### config.mk
export PLATFORM = sky130hd
export DESIGN_NAME = drks_cell
export DESIGN_NICKNAME = d
export VERILOG_FILES = /design/src/sv/drks_pkg.sv /design/src/sv/drks_cell.sv
export SDC_FILE = /design/constraint.sdc
export NUM_CORES = 1
export LEC_CHECK = 0
export BUFFER_PORTS_ARGS = -buffer_cell sky130_fd_sc_hd__buf_4
export CAP_MARGIN = 20
export CORE_MARGIN = 10
export CORE_UTILIZATION = 25
export CTS_CLUSTER_DIAMETER = 120
export DETAILED_ROUTE_END_ITERATION = 16
export MAX_ROUTING_LAYER = met4
export SLEW_MARGIN = 20
export SYNTH_ARGS = -nofsm -noshare
export SYNTH_HDL_FRONTEND = slang
export SYNTH_SLANG_ARGS = --single-unit
export TNS_END_PERCENT = 100
### constraint.sdc
create_clock -name i_clk -period 6.9 [get_ports i_clk]
set_input_delay 1.38 -clock i_clk [delete_from_list [all_inputs] [get_ports i_clk]]
set_output_delay 1.38 -clock i_clk [all_outputs]
set_load 0.05 [all_outputs]
### src/sv/drks_pkg.sv
// -----------------------------------------------------------------------------
// drks_pkg : shared types and constants for the digit-remap key sorter
// Field widths, divide-by-ten constants, digit map helpers, cell and stage links.
// -----------------------------------------------------------------------------
package drks_pkg;

    localparam int VAL_W    = 30;
    localparam int KEY_W    = 30;
    localparam int MAP_W    = 40;
    localparam int NIB_W    = 4;
    localparam int DIGIT_MAX = 9;

    localparam logic [MAP_W-1:0] MAP_RESET = 40'h98_7654_3210;

    // floor(v / 10) == (v * DIV10_MAGIC) >> DIV10_SHIFT for any v below 2**32
    localparam logic [31:0] DIV10_MAGIC = 32'hCCCC_CCCD;
    localparam int          DIV10_SHIFT = 35;
    localparam int          PROD_W      = VAL_W + 32;

    typedef enum logic {
        ST_FILL,
        ST_DRAIN
    } t_state;

    // one transaction in flight through the key pipeline
    typedef struct packed {
        logic             valid;
        logic             last;
        logic [VAL_W-1:0] rem;     // digits not yet mapped
        logic [VAL_W-1:0] number;  // original value
        logic [KEY_W-1:0] key;     // partial key
    } t_stage;

    // what a sort cell shows its neighbours
    typedef struct packed {
        logic             valid;
        logic             gt;      // held key above the broadcast key
        logic [KEY_W-1:0] key;
        logic [VAL_W-1:0] number;
    } t_cell;

    typedef struct packed {
        logic [KEY_W-1:0] key;
        logic [VAL_W-1:0] number;
    } t_item;

    function automatic logic [KEY_W-1:0] pow10(input int n);
        logic [KEY_W-1:0] p;
        p = KEY_W'(1);
        for (int k = 0; k < n; k++) begin
            p = KEY_W'(p * KEY_W'(10));
        end
        return p;
    endfunction

    // entries above nine saturate at nine
    function automatic logic [NIB_W-1:0] map_digit(input logic [MAP_W-1:0] map,
                                                   input logic [NIB_W-1:0] d);
        logic [NIB_W-1:0] dd;
        logic [NIB_W-1:0] e;
        dd = (d > NIB_W'(DIGIT_MAX)) ? NIB_W'(DIGIT_MAX) : d;
        e  = map[{dd, 2'b00} +: NIB_W];
        return (e > NIB_W'(DIGIT_MAX)) ? NIB_W'(DIGIT_MAX) : e;
    endfunction

endpackage

### src/sv/drks_cell.sv
// -----------------------------------------------------------------------------
// drks_cell : one insertion cell of the sorting chain
// Holds one key/number pair; shifts up on insertion, down on drain.
// -----------------------------------------------------------------------------
module drks_cell (
    input  logic           i_clk,
    input  logic           i_rst_n,
    input  logic           i_ins,
    input  logic           i_shift,
    input  drks_pkg::t_item i_new,
    input  drks_pkg::t_cell i_prev,
    input  drks_pkg::t_cell i_next,
    output drks_pkg::t_cell o_cell
);
    import drks_pkg::*;

    logic             r_valid;
    logic [KEY_W-1:0] r_key;
    logic [VAL_W-1:0] r_number;
    logic             n_valid;
    logic [KEY_W-1:0] n_key;
    logic [VAL_W-1:0] n_number;
    logic             w_gt;
    logic             w_take_new;

    // strict compare keeps arrival order among equal keys
    assign w_gt       = r_valid && (r_key > i_new.key);
    assign w_take_new = (w_gt || !r_valid) && i_prev.valid && !i_prev.gt;

    always_comb begin
        n_valid  = r_valid;
        n_key    = r_key;
        n_number = r_number;
        if (i_shift) begin
            n_valid  = i_next.valid;
            n_key    = i_next.key;
            n_number = i_next.number;
        end else if (i_ins) begin
            if (i_prev.gt) begin
                n_valid  = i_prev.valid;
                n_key    = i_prev.key;
                n_number = i_prev.number;
            end else if (w_take_new) begin
                n_valid  = 1'b1;
                n_key    = i_new.key;
                n_number = i_new.number;
            end
        end
    end

    always_ff @(posedge i_clk) begin
        if (!i_rst_n) begin
            r_valid <= 1'b0;
        end else begin
            r_valid <= n_valid;
        end
        r_key    <= n_key;
        r_number <= n_number;
    end

    assign o_cell.valid  = r_valid;
    assign o_cell.gt     = w_gt;
    assign o_cell.key    = r_key;
    assign o_cell.number = r_number;

endmodule

==> metrics.md, run 1 <==
| Metric | Value |
|---|---|
| Status | `finished, final reports clean` |
| Final min period | `between 4 and 5 ns` |
| Initial Util | `0.257` |
| GRT overflow | `0` |
| Latest clock arrival within the worst-skew pair | `0.33 ns` |
| Critical Path AT | `3.25 ns` |
| Syn Nets | `601` |
| HP Class | `flip-flop to flip-flop` |
| Vias in the first global route | `~4100` |
| Max Slew Vio Count | `0` |
| Hold path depth | `3` |
| GRT Util Overall | `0.133` |
| Fillers | `1548` |
| Die width | `146 um` |
| Setup WS pre-CTS | `between 2 and 2.5 ns` |
| R2R Setup Slk | `~3.4 ns` |
| Post-Place Cell Area | `6010 sq um` |
| FF+latch count, synth | `61` |
| DRT antenna net count | `0` |
| Synth top area cells | `edfxtp_1 46%, mux2i_1 15%, ha_1 9.5%` |
| Rel. slew slack | `0.346` |
| Crit path max fanout | `3` |
| RSZ-0062 raised after global routing | `false` |
| Crit path max-delay family | `compound AO/OA/AOI/OAI gates` |
| Critical R2R Launch | `r_key[5]$_DFFE_PP_` |
| Overall Power | `1.29 mW` |
| Clock H-tree levels | `3` |
| EDFF count, synth | `60` |
| CTS clk-pin slew, worst paths | `0.05 ns` |
| CTS Hold Bufs | `0` |
| Clk root buf | `clkbuf_16` |
| Max stage delay on crit path | `0.48 ns` |
| Final setup vio count | `0` |
| Final Util | `0.407` |
| Residual DRC count | `0` |
| Register area share after synthesis | `0.460` |
| Cells after Synth | `383` |
| Initial drt markers | `93` |
| Crit path kind | `input port to output pin` |
| Hold endpoint | `r_valid$_SDFFE_PN0P_` |
| Pwr dens | `~210 nW/um^2` |
| R2R cell count | `7` |
| Final WL | `14.0 mm` |
| Most frequent cells after synthesis | `70 x nand2_1, 63 x o21ai_1, 60 x edfxtp_1, 60 x mux2i_1, 31 x inv_1` |
| Core Area | `15400 sq um` |
| Ordered list of cells on the worst path | `buf_4, inv_1, ha_1, nand4_2, o21bai_1, a311oi_1, o21ai_1, a21oi_1, buf_4` |
| I/O Buffers | `248` |
| Initial antenna violation count | `0` |
| Routability cong. | `0.827` |
| Synth Warn # | `0` |
| First-pass DRT Iterations | `4` |
| Dominant cell type by area after synthesis | `edfxtp_1` |
| Count leader, synth | `nand2_1` |
| # IOs | `between 200 and 300` |
| Hold Startpoint | `r_valid$_SDFFE_PN0P_` |
| Sum of buffers and inverters on the critical path | `3` |
| Die ar. | `21300 sq um` |
| Max-cap violations | `0` |
| Post-DP HPWL | `11.6 mm` |
| Final Instance Area | `6260 sq um` |
| Worst R2R End | `r_key[26]$_DFFE_PP_` |
| Final count of hold timing violations | `0` |
| Yosys cell types | `34` |
| Largest net degree at the start of global routing | `76` |
| Clock buffer depth | `2` |
| Post-CTS setup repair buffer count | `0` |
| CP Capture Type | `output pin` |
| Pleak | `a little over 3 nW` |
| Crit share post-route | `0.671` |
| Chip Height | `146 um` |
| Tightest Pin Transition | `0.978 ns` |
| Diodes inserted | `0` |
| Clock sinks | `61` |
| Worst Skew | `0.00796 ns` |
| Startpoint types | `input port` |
| Ys flop type | `edfxtp_1` |
| Peak supply drop | `0.0000898 V` |
| Fraction of layout cells with a size suffix above 1 | `0.431` |
| Setup TNS Final | `0 ns` |
| CTS tree | `done` |
| TritonCTS Buffers | `9` |
| CP max stage cell | `a311oi_1` |
| Synth Area per Inst | `10.3 sq um` |
| Synth top area share | `0.455` |
| Mapped Area | `3960 sq um` |
| Final nets | `841` |
| Via-to-Cell Ratio | `4.41` |
| Final WS setup | `2.27 ns` |
| WP data required | `5.52 ns` |
| Post-DR wirelength/cell | `16.8 um` |
| FP Rows | `45` |
| Post-CTS Resized | `0` |
| Max Clk Rate | `216 MHz` |
| Syn-to-layout area delta | `58.2%` |
| FFs w/ async S/R, synth | `0` |
| Via count | `around 3700` |
| First-pass GRT wire length | `~22 mm` |
| Top cell by count, worst path | `buf_4` |
[cells by family after synthesis]
group,count (synthesis),share of synthesized area
mux,60,0.152
fa+ha+maj,30,0.0949
flops,61,0.460
compound gates,90,0.121
simple gates,89,0.116
buf+inv,53,0.0563
[registers in the layout (all words and copies together) (netlist names)]
name      count
r_valid       1
r_number     30
r_key        30
[worst max path at each step]
stage	start	to	slack, ns	cells after the start
after global placement	i_new[35]	o_cell[60]	2.32	9
after floorplan	i_new[59]	r_key[0]$_DFFE_PP_	1.16	7
final	i_new[35]	o_cell[60]	2.27	9
after detailed placement	i_new[35]	r_key[20]$_DFFE_PP_	2.31	9
after global routing	i_new[35]	o_cell[60]	2.20	9
after CTS	i_new[35]	o_cell[60]	2.31	9
[cell type report]
cell class / count / area [sq um] / share of cell area
clock buffer: 11 / 233 / 0.0372
clock inverter: 4 / 16.3 / 0.00260
inverter: 31 / 116 / 0.0186
multi-input combinational: 269 / 1920 / 0.307
sequential: 61 / 1820 / 0.291
tap: 211 / 264 / 0.0422
timing repair buffer: 251 / 1880 / 0.301
[cells in the final DEF, fill, tap and decap left out, drive strengths merged, types with 3 or more instances in the layout]
master / n
a21oi: 15
buf: 251
nor4: 3
ha: 30
mux2i: 60
clkinv: 4
nand4: 7
o21ai: 66
nand2: 70
clkbuf: 11
edfxtp: 60
inv: 31
[through the flow]
| step | std cells | hold WS (ns) |
|---|---|---|
| global placement | 823 | 0.729 |
| finish | 838 | 0.763 |
| global route | 838 | 0.856 |
| floorplan | 383 | 0.661 |
| detailed placement | 823 | 0.749 |
| CTS | 838 | 0.763 |
[report_power, final]
part | switching [mW] | internal [mW]
logic | 0.262 | 0.172
registers | 0.0168 | 0.457
clock network | 0.151 | 0.236
total | 0.430 | 0.865
[worst min-delay path: cells and delay by family, from the launching register on]
kind             cells  cell delay (ns)
flip-flops           1             0.41
AO/OA/AOI/OAI        2             0.20
AND/OR/NAND/NOR      1             0.12
[routing by layer]
metal	global-route usage	wire, um	vias up
met2	0.208	6500	170
met1	0.149	6230	1646
li1	-	-	1859
met5	-	0	-
met4	0.0475	240	0
met3	0.0546	1070	19
(Power assumes the default switching activity.)
==> run 2: changes to the inputs <==
==> constraint.sdc (replaced) <==
create_clock -name i_clk -period 4.1 [get_ports i_clk]
set_input_delay 0.82 -clock i_clk [delete_from_list [all_inputs] [get_ports i_clk]]
set_output_delay 0.82 -clock i_clk [all_outputs]
set_load 0.05 [all_outputs]
==> run 2 against run 1 <==
  * Die area unchanged
  * Clock-buffer cell count unchanged
  * Worst hold slack worse by 0.035 ns
  * Critical path depth unchanged
  * First-iteration DRC count up 16%
  * Combinational power up 68%
  * Via count up 1.1%
  * Sequential power up 68%
  * Clock power up 69%
  * Routed wire length down 0.66%
  * Global-route usage down 0.21 points
  * Worst setup slack worse by 1.5 ns
==> metrics.md, run 2 (same netlist as run 1, synthesis figures left out) <==
| Metric | Value |
|---|---|
| DRT antenna net count | `0 (unchanged)` |
| Routability cong. | `0.791 (-4.4%)` |
| Crit share post-route | `0.819` |
| First-pass GRT wire length | `21.4 mm (-1.2%)` |
| Setup WS pre-CTS | `0.692 ns (-1.61 ns)` |
| Fillers | `1540 (-0.52%)` |
| Fraction of layout cells with a size suffix above 1 | `0.432 (+0.000907)` |
| Residual DRC count | `0 (unchanged)` |
| Die ar. | `21300 sq um (unchanged)` |
| Crit path max fanout | `3 (unchanged)` |
| R2R cell count | `7 (unchanged)` |
| CTS tree | `done` |
| Post-Place Cell Area | `6020 sq um (+0.12%)` |
| GRT met2 Usage | `0.207 (-0.000910)` |
| Latest clock arrival within the worst-skew pair | `0.33 ns (about the same)` |
| Syn-to-layout area delta | `58.4%` |
| GRT Util Overall | `0.131 (-0.00215)` |
| GRT met1 Usage | `0.144 (-0.00503)` |
| Clock H-tree levels | `3 (unchanged)` |
| Worst Skew | `0.00572 ns (-0.00223 ns)` |
| Status | `finished, final reports clean` |
| Diodes inserted | `0 (unchanged)` |
| CP Capture Type | `output pin` |
| Overall Power | `2.18 mW (+68%)` |
| Largest net degree at the start of global routing | `73 (-3.9%)` |
| Final min period | `3.36 ns` |
| Core Area | `15400 sq um (unchanged)` |
| TritonCTS Buffers | `9 (unchanged)` |
| # IOs | `250 (unchanged)` |
| Crit path max-delay family | `compound AO/OA/AOI/OAI gates` |
| Top flop regs | `r_key (30), r_number (30), r_valid (1)` |
| Post-DR wirelength/cell | `16.6 um (-0.78%)` |
| Initial drt markers | `108 (+16%)` |
| Crit path kind | `input port to output pin` |
| R2R Setup Slk | `1.51 ns (-1.89 ns)` |
| Setup TNS Final | `0 ns (unchanged)` |
| I/O Buffers | `248 (unchanged)` |
| Pwr dens | `347 nW/um^2 (+68%)` |
| Top cell by count, worst path | `buf_4` |
| Final nets | `842 (+0.12%)` |
| Vias in the first global route | `4052 (-0.25%)` |
| Sum of buffers and inverters on the critical path | `3 (unchanged)` |
| GRT overflow | `0 (unchanged)` |
| Stages on the worst setup path | `9 (unchanged)` |
| Max-cap violations | `0 (unchanged)` |
| Hold path depth | `2 (-1)` |
| Critical Path AT | `2.54 ns (-0.71 ns)` |
| Pleak | `3.06 nW (+0.15%)` |
| Most frequent cells in the layout | `252 x buf_4, 70 x nand2_1, 63 x o21ai_1` |
| CTS clk-pin slew, worst paths | `0.05 ns (about the same)` |
| FP Rows | `45 (unchanged)` |
| Max Clk Rate | `298 MHz` |
| Clk root buf | `clkbuf_16` |
| Max stage delay on crit path | `0.38 ns (-0.10 ns)` |
| Final WL | `13.9 mm (-0.66%)` |
| Max Slew Vio Count | `0 (unchanged)` |
| HP Class | `input port to flip-flop` |
| Post-CTS setup repair buffer count | `0 (unchanged)` |
| First-pass DRT Iterations | `4 (unchanged)` |
| Startpoint types | `input port` |
| Ordered list of cells on the worst path | `buf_4, inv_1, ha_1, nand4_2, o21bai_1, a311oi_1, o21ai_1, a21oi_1, buf_4` |
| Clock sinks | `61 (unchanged)` |
| Tightest Pin Transition | `0.687 ns (-0.291 ns)` |
| CP max stage cell | `a311oi_1` |
| Chip Height | `146 um (unchanged)` |
| Via count | `3734 (+1.1%)` |
| Via-to-Cell Ratio | `4.45 (+0.96%)` |
| Final count of hold timing violations | `0 (unchanged)` |
| Post-DP HPWL | `11.6 mm (-0.72%)` |
| Die width | `146 um (unchanged)` |
| Post-CTS Resized | `0 (unchanged)` |
| Final Instance Area | `6270 sq um (+0.12%)` |
| Initial antenna violation count | `0 (unchanged)` |
| Gr busiest metal | `met2` |
| Final setup vio count | `0 (unchanged)` |
| Peak supply drop | `0.000164 V (+83%)` |
| Met3 usage | `0.0522 (-0.00248)` |
| RSZ-0062 raised after global routing | `false` |
| Rel. slew slack | `0.542 (+0.195)` |
| Final WS setup | `0.743 ns (-1.53 ns)` |
| WP data required | `3.28 ns (-2.24 ns)` |
| Commonest non-fill, non-tap cell in the layout | `buf_4` |
| CTS Hold Bufs | `0 (unchanged)` |
| Initial Util | `0.257 (unchanged)` |
| Clock buffer depth | `2 (unchanged)` |
[run 2: power by group]
group | internal [mW] | switching, mW
Combinational | 0.290 | 0.438
Clock | 0.398 | 0.255
Sequential | 0.768 | 0.0282
[run 2: final timing paths]
check / startpoint / endpoint
worst min-delay path: i_rst_n / r_valid$_SDFFE_PN0P_
worst max-delay path: i_new[35] / o_cell[60]
worst min register to register: r_valid$_SDFFE_PN0P_ / r_valid$_SDFFE_PN0P_
worst max register to register: r_key[5]$_DFFE_PP_ / r_number[25]$_DFFE_PP_
[run 2: per-layer routing]
layer  part of all wire  wire length (um)
met4              0.017               234
met3              0.087              1210
met2               0.48              6680
met1               0.42              5820
met5                  0                 0
[run 2: area by class of cell]
class / instances / area [sq um] / share of cell area
Clock buffer: 11 / 233 / 0.0371
Clock inverter: 4 / 16.3 / 0.00260
Inverter: 31 / 116 / 0.0186
Multi-Input combinational cell: 269 / 1920 / 0.307
Sequential cell: 61 / 1820 / 0.291
Tap cell: 211 / 264 / 0.0421
Timing Repair Buffer: 252 / 1890 / 0.302
[run 2: stage by stage]
stage	cells	utilization	hold slack, ns
2_1_floorplan	383	-	0.661
3_3_place_gp	824	0.391	0.808
3_5_place_dp	824	0.391	0.830
4_1_cts	839	0.408	0.714
5_1_grt	839	0.408	0.727
6_report	839	0.408	0.728
